`src/lrd_pkg.sv`:
```
// ----------------------------------------------------------------------------
// lrd_pkg
// shared types and constants of the log record deframer
// ----------------------------------------------------------------------------
package lrd_pkg;

  localparam int unsigned AddrW = 4;
  localparam int unsigned DataW = 32;

  // register byte addresses
  localparam logic [AddrW-1:0] ADDR_LOG_TYPE   = 4'h0;
  localparam logic [AddrW-1:0] ADDR_FILE_START = 4'h4;
  localparam logic [AddrW-1:0] ADDR_FILE_END   = 4'h8;

  localparam logic [15:0] RST_LOG_TYPE   = 16'd1;
  localparam logic [15:0] RST_FILE_START = 16'd2;
  localparam logic [15:0] RST_FILE_END   = 16'd3;

  localparam logic [15:0] TYPE_BYTES  = 16'd2;
  localparam logic [15:0] STAMP_BYTES = 16'd8;

  typedef struct packed {
    logic [15:0] log_type_code;
    logic [15:0] file_start_code;
    logic [15:0] file_end_code;
  } cfg_t;

  typedef struct packed {
    logic [7:0]  payload_byte;
    logic        payload_last;
    logic [63:0] record_timestamp;
  } result_t;

endpackage

```
`src/log_record_deframer.sv`:
```
// ----------------------------------------------------------------------------
// log_record_deframer
// byte-serial deframer for typed log records with timestamp and payload
// ----------------------------------------------------------------------------
// One stream byte is taken per transfer and one byte per clock is sustained
// while in_stall_o is low: the parser state updates in the cycle the byte is
// accepted. A payload byte is registered into the result register, or into
// the skid entry when that register holds a stalled result. The single skid
// entry lets input keep flowing while a result waits; in_stall_o rises only
// when both entries hold results and then drops the cycle after the output
// moves. Records are a 16-bit little-endian type and a 16-bit signed length.
// Log records carry an 8-byte timestamp and length-8 payload bytes, each
// sent with the raw timestamp and a last mark on the final one. File
// start/end records have their body skipped; unknown types return to the
// header. The type codes live in APB registers at 0x0, 0x4, 0x8 and should
// only be written while the block is idle.
// ----------------------------------------------------------------------------
module log_record_deframer import lrd_pkg::*; (
  input  logic             clk_i,
  input  logic             rst_ni,
  // apb configuration port
  input  logic             psel,
  input  logic             penable,
  input  logic             pwrite,
  input  logic [AddrW-1:0] paddr,
  input  logic [DataW-1:0] pwdata,
  output logic [DataW-1:0] prdata,
  output logic             pready,
  // byte stream in
  input  logic             in_valid_i,
  output logic             in_stall_o,
  input  logic [7:0]       in_byte_i,
  // payload out
  output logic             out_valid_o,
  input  logic             out_stall_i,
  output logic [7:0]       payload_byte_o,
  output logic             payload_last_o,
  output logic [63:0]      record_timestamp_o
);

  cfg_t    cfg;
  logic    in_accept;
  logic    res_valid;
  result_t res;
  result_t out_data;
  logic    buf_full;

  // a valid byte is transferred whenever the skid entry is free
  assign in_stall_o = buf_full;
  assign in_accept  = in_valid_i & ~buf_full;

  lrd_cfg_regs u_cfg (
    .clk_i   (clk_i),
    .rst_ni  (rst_ni),
    .psel    (psel),
    .penable (penable),
    .pwrite  (pwrite),
    .paddr   (paddr),
    .pwdata  (pwdata),
    .prdata  (prdata),
    .pready  (pready),
    .cfg_o   (cfg)
  );

  // record parser, one byte per accepted transfer
  lrd_core u_core (
    .clk_i       (clk_i),
    .rst_ni      (rst_ni),
    .cfg_i       (cfg),
    .accept_i    (in_accept),
    .in_byte_i   (in_byte_i),
    .res_valid_o (res_valid),
    .res_o       (res)
  );

  // result register plus skid entry decouples the two sides
  lrd_out_buf u_out (
    .clk_i       (clk_i),
    .rst_ni      (rst_ni),
    .push_i      (res_valid),
    .push_data_i (res),
    .full_o      (buf_full),
    .out_valid_o (out_valid_o),
    .out_stall_i (out_stall_i),
    .out_data_o  (out_data)
  );

  assign payload_byte_o     = out_data.payload_byte;
  assign payload_last_o     = out_data.payload_last;
  assign record_timestamp_o = out_data.record_timestamp;

endmodule

```
`src/lrd_cfg_regs.sv`:
```
// ----------------------------------------------------------------------------
// lrd_cfg_regs
// apb register file holding the three record type codes
// ----------------------------------------------------------------------------
module lrd_cfg_regs import lrd_pkg::*; (
  input  logic             clk_i,
  input  logic             rst_ni,
  input  logic             psel,
  input  logic             penable,
  input  logic             pwrite,
  input  logic [AddrW-1:0] paddr,
  input  logic [DataW-1:0] pwdata,
  output logic [DataW-1:0] prdata,
  output logic             pready,
  output cfg_t             cfg_o
);

  cfg_t cfg_q;
  logic wr_en;

  assign pready = 1'b1;
  assign wr_en  = psel & penable & pwrite;
  assign cfg_o  = cfg_q;

  always_ff @(posedge clk_i or negedge rst_ni) begin
    if (!rst_ni) begin
      cfg_q.log_type_code   <= RST_LOG_TYPE;
      cfg_q.file_start_code <= RST_FILE_START;
      cfg_q.file_end_code   <= RST_FILE_END;
    end else if (wr_en) begin
      unique case (paddr)
        ADDR_LOG_TYPE:   cfg_q.log_type_code   <= pwdata[15:0];
        ADDR_FILE_START: cfg_q.file_start_code <= pwdata[15:0];
        ADDR_FILE_END:   cfg_q.file_end_code   <= pwdata[15:0];
        default: ;
      endcase
    end
  end

  // codes read back sign extended
  always_comb begin
    unique case (paddr)
      ADDR_LOG_TYPE:   prdata = {{16{cfg_q.log_type_code[15]}}, cfg_q.log_type_code};
      ADDR_FILE_START: prdata = {{16{cfg_q.file_start_code[15]}}, cfg_q.file_start_code};
      ADDR_FILE_END:   prdata = {{16{cfg_q.file_end_code[15]}}, cfg_q.file_end_code};
      default:         prdata = '0;
    endcase
  end

endmodule

```
`src/lrd_core.sv`:
```
// ----------------------------------------------------------------------------
// lrd_core
// per-byte record parser: header, timestamp, payload and skip phases
// ----------------------------------------------------------------------------
module lrd_core import lrd_pkg::*; (
  input  logic       clk_i,
  input  logic       rst_ni,
  input  cfg_t       cfg_i,
  input  logic       accept_i,
  input  logic [7:0] in_byte_i,
  output logic       res_valid_o,
  output result_t    res_o
);

  typedef enum logic [2:0] {
    PH_TYPE  = 3'd0,
    PH_LEN   = 3'd1,
    PH_STAMP = 3'd2,
    PH_BODY  = 3'd3,
    PH_SKIP  = 3'd4
  } phase_e;

  phase_e      phase_q, phase_d;
  logic [15:0] left_q, left_d;
  logic [7:0]  hdr_q, hdr_d;
  logic [15:0] kind_q, kind_d;
  logic [15:0] len_q, len_d;
  logic [63:0] ts_q, ts_d;

  logic        first_byte;
  logic        left_one;
  logic [15:0] word;
  logic [15:0] left_dec;
  logic [16:0] body_len;

  assign first_byte = (left_q >= TYPE_BYTES);
  assign left_one   = (left_q <= 16'd1);
  assign word       = {in_byte_i, hdr_q};
  assign left_dec   = left_q - 16'd1;
  assign body_len   = {len_q[15], len_q} - {1'b0, STAMP_BYTES};

  always_comb begin
    phase_d     = phase_q;
    left_d      = left_q;
    hdr_d       = hdr_q;
    kind_d      = kind_q;
    len_d       = len_q;
    ts_d        = ts_q;
    res_valid_o = 1'b0;
    res_o.payload_byte     = in_byte_i;
    res_o.payload_last     = left_one;
    res_o.record_timestamp = ts_q;
    if (accept_i) begin
      unique case (phase_q)
        PH_LEN: begin
          if (first_byte) begin
            hdr_d  = in_byte_i;
            left_d = 16'd1;
          end else begin
            len_d = word;
            if (kind_q == cfg_i.log_type_code) begin
              phase_d = PH_STAMP;
              left_d  = STAMP_BYTES;
            end else if (kind_q == cfg_i.file_start_code ||
                         kind_q == cfg_i.file_end_code) begin
              if ($signed(word) > 16'sd0) begin
                phase_d = PH_SKIP;
                left_d  = word;
              end else begin
                phase_d = PH_TYPE;
                left_d  = TYPE_BYTES;
              end
            end else begin
              phase_d = PH_TYPE;
              left_d  = TYPE_BYTES;
            end
          end
        end
        PH_STAMP: begin
          ts_d   = {in_byte_i, ts_q[63:8]};
          left_d = left_dec;
          if (left_dec == 16'd0) begin
            if ($signed(body_len) > 17'sd0) begin
              phase_d = PH_BODY;
              left_d  = body_len[15:0];
            end else begin
              phase_d = PH_TYPE;
              left_d  = TYPE_BYTES;
            end
          end
        end
        PH_BODY, PH_SKIP: begin
          res_valid_o = (phase_q == PH_BODY);
          if (left_one) begin
            phase_d = PH_TYPE;
            left_d  = TYPE_BYTES;
          end else begin
            left_d = left_dec;
          end
        end
        default: begin
          // type field; stray codes restart the header here too
          if (first_byte || phase_q != PH_TYPE) begin
            phase_d = PH_TYPE;
            hdr_d   = in_byte_i;
            left_d  = 16'd1;
          end else begin
            kind_d  = word;
            phase_d = PH_LEN;
            left_d  = TYPE_BYTES;
          end
        end
      endcase
    end
  end

  always_ff @(posedge clk_i or negedge rst_ni) begin
    if (!rst_ni) begin
      phase_q <= PH_TYPE;
      left_q  <= TYPE_BYTES;
      hdr_q   <= '0;
      kind_q  <= '0;
      len_q   <= '0;
      ts_q    <= '0;
    end else begin
      phase_q <= phase_d;
      left_q  <= left_d;
      hdr_q   <= hdr_d;
      kind_q  <= kind_d;
      len_q   <= len_d;
      ts_q    <= ts_d;
    end
  end

endmodule

```
`src/lrd_out_buf.sv`:
```
// ----------------------------------------------------------------------------
// lrd_out_buf
// result register with one skid entry behind it
// ----------------------------------------------------------------------------
module lrd_out_buf import lrd_pkg::*; (
  input  logic    clk_i,
  input  logic    rst_ni,
  input  logic    push_i,
  input  result_t push_data_i,
  output logic    full_o,
  output logic    out_valid_o,
  input  logic    out_stall_i,
  output result_t out_data_o
);

  logic    main_valid_q, skid_valid_q;
  result_t main_q, skid_q;
  logic    pop;

  assign pop         = main_valid_q & ~out_stall_i;
  assign full_o      = skid_valid_q;
  assign out_valid_o = main_valid_q;
  assign out_data_o  = main_q;

  always_ff @(posedge clk_i or negedge rst_ni) begin
    if (!rst_ni) begin
      main_valid_q <= 1'b0;
      skid_valid_q <= 1'b0;
    end else if (skid_valid_q) begin
      if (pop) begin
        main_valid_q <= 1'b1;
        skid_valid_q <= 1'b0;
      end
    end else if (push_i) begin
      if (!main_valid_q || pop) begin
        main_valid_q <= 1'b1;
      end else begin
        skid_valid_q <= 1'b1;
      end
    end else if (pop) begin
      main_valid_q <= 1'b0;
    end
  end

  always_ff @(posedge clk_i) begin
    if (skid_valid_q) begin
      if (pop) begin
        main_q <= skid_q;
      end
    end else if (push_i) begin
      if (!main_valid_q || pop) begin
        main_q <= push_data_i;
      end else begin
        skid_q <= push_data_i;
      end
    end
  end

endmodule

```
`config.mk`:
```
export PLATFORM = sky130hd
export DESIGN_NAME = log_record_deframer
export DESIGN_NICKNAME = d
export VERILOG_FILES = /design/src/lrd_pkg.sv /design/src/log_record_deframer.sv /design/src/lrd_cfg_regs.sv /design/src/lrd_core.sv /design/src/lrd_out_buf.sv
export SDC_FILE = /design/constraint.sdc
export NUM_CORES = 1
export LEC_CHECK = 0
export BUFFER_PORTS_ARGS = -buffer_cell sky130_fd_sc_hd__clkbuf_2
export CAP_MARGIN = 30
export CORE_UTILIZATION = 30
export CTS_CLUSTER_SIZE = 40
export DETAILED_ROUTE_END_ITERATION = 16
export PLACE_DENSITY = 0.57
export SYNTH_ARGS = -nofsm -noshare
export SYNTH_HDL_FRONTEND = slang
export SYNTH_SLANG_ARGS = --single-unit
```
`constraint.sdc`:
```
create_clock -name clk_i -period 5.9 [get_ports clk_i]
set_input_delay 0 -clock clk_i [delete_from_list [all_inputs] [get_ports clk_i]]
set_output_delay 0 -clock clk_i [all_outputs]
set_load 0.02 [all_outputs]
```
# Yosys cells after proc, flatten, opt, wreduce, memory -nomap -nowiden
# Index checks and enable logic that the tools add are counted.
# word_totals
reg_bits	319
input_bits	51
output_inout_bits	108
wordCells	111
# classes
add_sub_neg	2
n_lt_le_gt_ge	4
n_eq_ne	15
muxes	37
bitwise	11
n_reduce_logical	25
# ops
cell	count
$mux 73	4
$mux 16	7
$pmux 32 s3	1
$eq 16x16->1	3
$pmux 16 s3	1
$mux 3	6
$gt 17x1->1 const B	1
$sub 16x5->17 const B	1
$ge 16x2->1 const B	1
$gt 16x1->1 const B	1
$le 16x1->1 const B	1
$logic_not 16->1	1
$mux 8	2
$pmux 8 s2	1
$sub 16x1->16 const B	1
$reduce_and 3->1	5
$mux 1	12
$pmux 3 s3	1
$reduce_and 2->1	4
$reduce_and 4->1	2
$reduce_bool 2->1	4
$not 1->1	7
$eq 3x2->1 const B	2
$ne 2x1->1 const B	3
15 further kinds	22

# Logic depth before layout (Yosys ltp)
# depth
word_depth	6
ltp_mapped	12

# Modules after synthesis
# A second synthesis with hierarchy kept.
# hier_totals
cells_unflattened	962
hier_area_um2	14297.5
# by_module_without_submodules
mod	instances	cells_each	area_per_inst_um2	seq_area_each_um2
lrd_core	1	560	6537.5	3079.2
lrd_out_buf	1	240	5481.5	4434.3
lrd_cfg_regs	1	161	2264.7	1206.2
log_record_deframer	1	1	13.8	0.0

# Worst setup path before layout
# No wires, ideal clock.
# synth_path
path_kind	reg2reg
startpoint	reg u_out.skid_valid_q (netlist: u_out.full_o)
endpoint	reg u_out.main_q, in the netlist u_out.out_data_o[0] (enable)
arrival_ns	4.969
path_slack_ns	0.403
stages_incl_launch_ff	6
path_buffers	3
path_cell_list	dfrtp_1 clkbuf_1 clkbuf_1 buf_1 a21oi_1 a21oi_1
# synth_between
elab_chain_cells	5
elab_cells_between_ends	7
cone_classes	1 x eq/ne; 1 x mux; 2 x bitwise; 3 x reduce/logical
# synth_lines
element	line_no	source
start, declared	lrd_out_buf.sv:16	logic main_valid_q, skid_valid_q;
start signal, assigned	lrd_out_buf.sv:28	skid_valid_q <= 1'b0;
start signal, assigned	lrd_out_buf.sv:32	skid_valid_q <= 1'b0;
start signal, assigned	lrd_out_buf.sv:38	skid_valid_q <= 1'b1;
$not 1->1 (no line)	n/a	
$and 1x1->1	log_record_deframer.sv:50	assign in_accept = in_valid_i & ~buf_full;
$mux 1	lrd_core.sv:53	if (accept_i) begin
$reduce_bool 2->1 (no line)	n/a	
$reduce_and 3->1 (no line) *	n/a	
end signal, assigned	lrd_out_buf.sv:48	main_q <= skid_q;
end signal, assigned	lrd_out_buf.sv:52	main_q <= push_data_i;
end, declared	lrd_out_buf.sv:17	result_t main_q, skid_q;
# Every way passes the cells marked *; elsewhere a longest branch is shown, timed or not.
# A chain may end at the register's enable or synchronous reset.

# Final worst setup path
# layout_path
startpoint	reg u_core.left_q[0]
endpoint	reg u_core.left_q[12]
# layout_between
elab_chain_cells	4
elab_cells_between_ends	8
cone_classes	1 x add/sub; 2 x order compare; 4 x mux; 1 x reduce/logical
# layout_lines
element	line_no	source
start, declared	lrd_core.sv:24	logic [15:0] left_q, left_d;
start signal, assigned	lrd_core.sv:127	left_q <= left_d;
$sub 16x1->16	lrd_core.sv:39	assign left_dec = left_q - 16'd1;
$logic_not 16->1	lrd_core.sv:82	if (left_dec == 16'd0) begin
$mux 16	lrd_core.sv:82	
$pmux 16 s3 *	lrd_core.sv:54	unique case (phase_q)
# Marked as above.

==> out/results.tsv <==
stage	metric	value	unit
outcome	status	finished, final reports clean	
setup_path	slowest stage delay, CP	0.47	ns
clock_network	clk buf depth	3	
global_route	initial antenna violation count	1	
detailed_routing	Via density	4.843	
synthesis	Yosys cell types	69	
setup_path	Data required, critical path	6.32	ns
detailed_routing	Initial DRC Count	496	
synthesis	Syn Std Cell Area	13810	um^2
clock_network	Resize count post-CTS	0	
sta	# setup viols final	0	
sta	post-route setup TNS	0	ns
floorplan	Die ar.	46910	um^2
final_layout	Fillers	4418	
clock_network	TritonCTS Buffers	37	
floorplan	starting density of the core	0.3044	
synthesis	Synth Register Bits	319	
global_route	most used routing layer	met2	
global_route	GR Layer Usage met2	0.2099	
hold_path	Hold Path Origin	in_valid_i	
flow_run	max cap viols	0	
setup_path	Worst Reg-to-Reg Cells	8	
sta	RSZ-0062 raised after global routing	no	
synthesis	Synthesized Nets	989	
synthesis	ys flop type	dfrtp_1	
power	Switching Power	2523	uW
placement	# port buffers	141	
synthesis	syn_area_per_cell	14.79	um^2
power	Int Power	5307	uW
setup_path	Crit Path Class	register to register	
sta	Fmax	0.2958	GHz
synthesis	post-synthesis cell count	934	
final_layout	post-layout net count	1149	
synthesis	main area contributors after synthesis	edfxtp_1 32%, dfrtp_1 30%, mux2_2 18%, xor2_1 2.4%, xnor2_1 1.4%	
clock_network	Root Buffer	clkbuf_16	
floorplan	Die X	216.6	um
placement	Final HPWL DP	19.93	mm
power	sequential share of power	0.463	
floorplan	num rows	78	
setup_path	worst reg2reg path startpoint	u_core.left_q[0]$_DFFE_PN0P_	
hold_path	hold endpoint	u_core.left_q[0]$_DFFE_PN0P_	
clock_network	CTS tree	built	
floorplan	num ports	159	
detailed_routing	Post-Route WL	30.80	mm
power	clock power share	0.273	
setup_path	crit start category	register	
setup_path	worst-path cell with the longest stage delay	dfrtp_1	
setup_path	reg2reg setup slack	2.52	ns
sta	Tcrit/Tclk final	0.5730	
synthesis	EDFF count, synth	146	
setup_path	Worst Path Arrival	3.80	ns
power	Leakage Power	0.006771	uW
clock_network	post-CTS setup buffer count	0	
clock_network	Reg clk slew, reported paths	0.06	ns
synthesis	sequential-to-total area share from yosys stat	0.6313	
final_layout	Ant. Diodes	0	
sta	final slew viol count	0	
setup_path	RR Endpoint	u_core.left_q[12]$_DFFE_PN0P_	
global_route	largest net degree at the start of global routing	90	
synthesis	Yosys top cell by area	edfxtp_1	
power	Net Sw Frac	0.3222	
clock_network	Skew-Pair Late Insertion Delay	0.54	ns
sta	clk_skew	0.01439	ns
sta	fin crit period	3.381	ns
detailed_routing	post-route DRC violation count	0	
synthesis	Yosys warning count	0	
clock_network	CTS Sinks	319	
setup_path	Setup crit end kind	register	
sta	hold_ws	0.06646	ns
sta	Max transition margin	0.3669	
clock_network	CTS Hold Bufs	26	
global_route	grt total ovfl	0	
placement	GPL Wtd Cong	0.8422	
global_route	GRT met1 Usage	0.1760	
sta	Hold Vio Cnt, Final	0	
synthesis	Synth top area share	0.3174	
global_route	GR Util met3	0.03270	
synthesis	most frequent cells after synthesis	222 x mux2_2, 168 x dfrtp_1, 146 x edfxtp_1	
global_route	total global-route track usage	0.1323	
power	combinational share of power	0.263	
sta	Slew @ Worst Pin	0.9497	ns
floorplan	Die Y	216.6	um
global_route	vias in the first global route	8427	
detailed_routing	Wirelength per Cell	17.89	um
floorplan	core footprint	45380	um^2
detailed_routing	Detail Route Antenna Nets	0	
setup_path	worst path buffer plus inverter count	1	
synthesis	ys async rst share	0.5423	
final_layout	area delta synth->final	19.82	%
detailed_routing	vias post-DR	8339	
setup_path	Worst path top cell family by delay	compound AO/OA/AOI/OAI gates	
final_layout	layout cells sized above 1	0.4055	
setup_path	CP max FO	11	
clock_network	htree depth	2	
hold_path	WHS Path Cells	5	
hold_path	Hold WC Path Type	input pin to register	
power	Max VDD drop	0.2485	mV
synthesis	most common cell in the netlist	mux2_2	
power	Pwr per Cell Area	473.1	nW/um^2
global_route	first-pass GRT wire length	48.34	mm
setup_path	CP cell instances	inv_1 -> ha_1 -> or3b_4 -> o31a_1 -> a2111oi_4 -> a31oi_1 -> or2_0 -> a221o_1	
detailed_routing	TritonRoute pass-1 iters	9	
## registers in the layout, indices dropped and copies added, names as in the netlist
name / count
u_core.kind_q: 16
u_core.hdr_q: 8
u_out.out_valid_o: 1
u_cfg.cfg_o: 48
u_core.phase_q: 3
u_core.left_q: 16
u_core.len_q: 16
u_out.full_o: 1
u_out.skid_q: 73
u_out.out_data_o: 73
u_core.ts_q: 64
## metal layers
layer / up-vias / wire (um)
li1: 3839 / -
met5: - / 0
met1: 4230 / 13930
met3: 57 / 1535
met4: 0 / 830
met2: 213 / 14500
## cell type report
class / count / area [um^2] / share of cell area
timing repair buffer: 182 / 1145 / 0.06917
clock buffer: 53 / 1016 / 0.06138
inverter: 26 / 97.59 / 0.005897
clock inverter: 14 / 105.1 / 0.006350
sequential: 319 / 8723 / 0.5271
multi-input combinational: 528 / 4713 / 0.2848
tap: 600 / 750.7 / 0.04536
## power by group through the flow
stage / registers (uW) / logic (uW) / clock network [uW]
final: 3630 / 2060 / 2140
after global routing: 3720 / 2260 / 2310
after CTS: 3640 / 2080 / 2210
after detailed placement: 3680 / 2060 / 0
after global placement: 3660 / 2030 / 0
after floorplan: 3590 / 1460 / 0
## cells by family (layout without fill, tap and decap cells)
kind of cell,Yosys count,count (layout),share of synthesized area
AOI/OAI and AO/OA,90,90,0.05109
xor gates and xnor gates,61,61,0.03922
adders and majority gates,4,4,0.003623
buffers and inverters,87,275,0.03007
DFF,319,319,0.6312
muxes,223,223,0.1817
other,1,1,0.0002715
and+or+nand+nor,149,149,0.06277
## how the worst max path moves through the flow
stage	from	slack [ns]	end	depth (start not counted)
3_3_place_gp	u_core.left_q[0]$_DFFE_PN0P_	2.57	u_core.left_q[2]$_DFFE_PN0P_	9
6_report	u_core.left_q[0]$_DFFE_PN0P_	2.52	u_core.left_q[12]$_DFFE_PN0P_	8
2_1_floorplan	u_out.full_o$_DFF_PN0_	0.40	u_out.out_data_o[0]$_DFFE_PP_	5
3_5_place_dp	u_core.left_q[0]$_DFFE_PN0P_	2.55	u_core.left_q[12]$_DFFE_PN0P_	8
4_1_cts	u_core.left_q[0]$_DFFE_PN0P_	2.54	u_core.left_q[2]$_DFFE_PN0P_	9
5_1_grt	u_core.left_q[0]$_DFFE_PN0P_	2.28	u_core.left_q[2]$_DFFE_PN0P_	9
## cell usage in the layout (no fill, tap or decap), drive strengths merged, types with 18 or more instances in the layout
cell type,Yosys,routed
mux2,222,222
clkbuf,29,193
dfrtp,168,168
edfxtp,146,146
xor2,38,38
inv,26,29
nand2,28,28
nor4,28,28
dlygate4sd3,0,26
xnor2,23,23
o21ai,18,18
nor2,18,18
## per-stage QoR
step	instances	cell area (um^2)	util	setup WS [ns]	power (uW)
floorplan	934	13810	-	0.4026	5051
detailed placement	1627	15130	0.3335	2.548	5734
global placement	1625	15080	0.3323	2.571	5685
finish	1722	16550	0.3647	2.519	7830
global route	1722	16550	0.3647	2.281	8289
CTS	1720	16520	0.3639	2.536	7927
## tightest hold or removal path: cells and delay by family
family | cells | cell delay [ns]
simple gates | 3 | 0.27
buf+inv | 2 | 0.29
No activity file was read; power rests on OpenSTA's default activity.
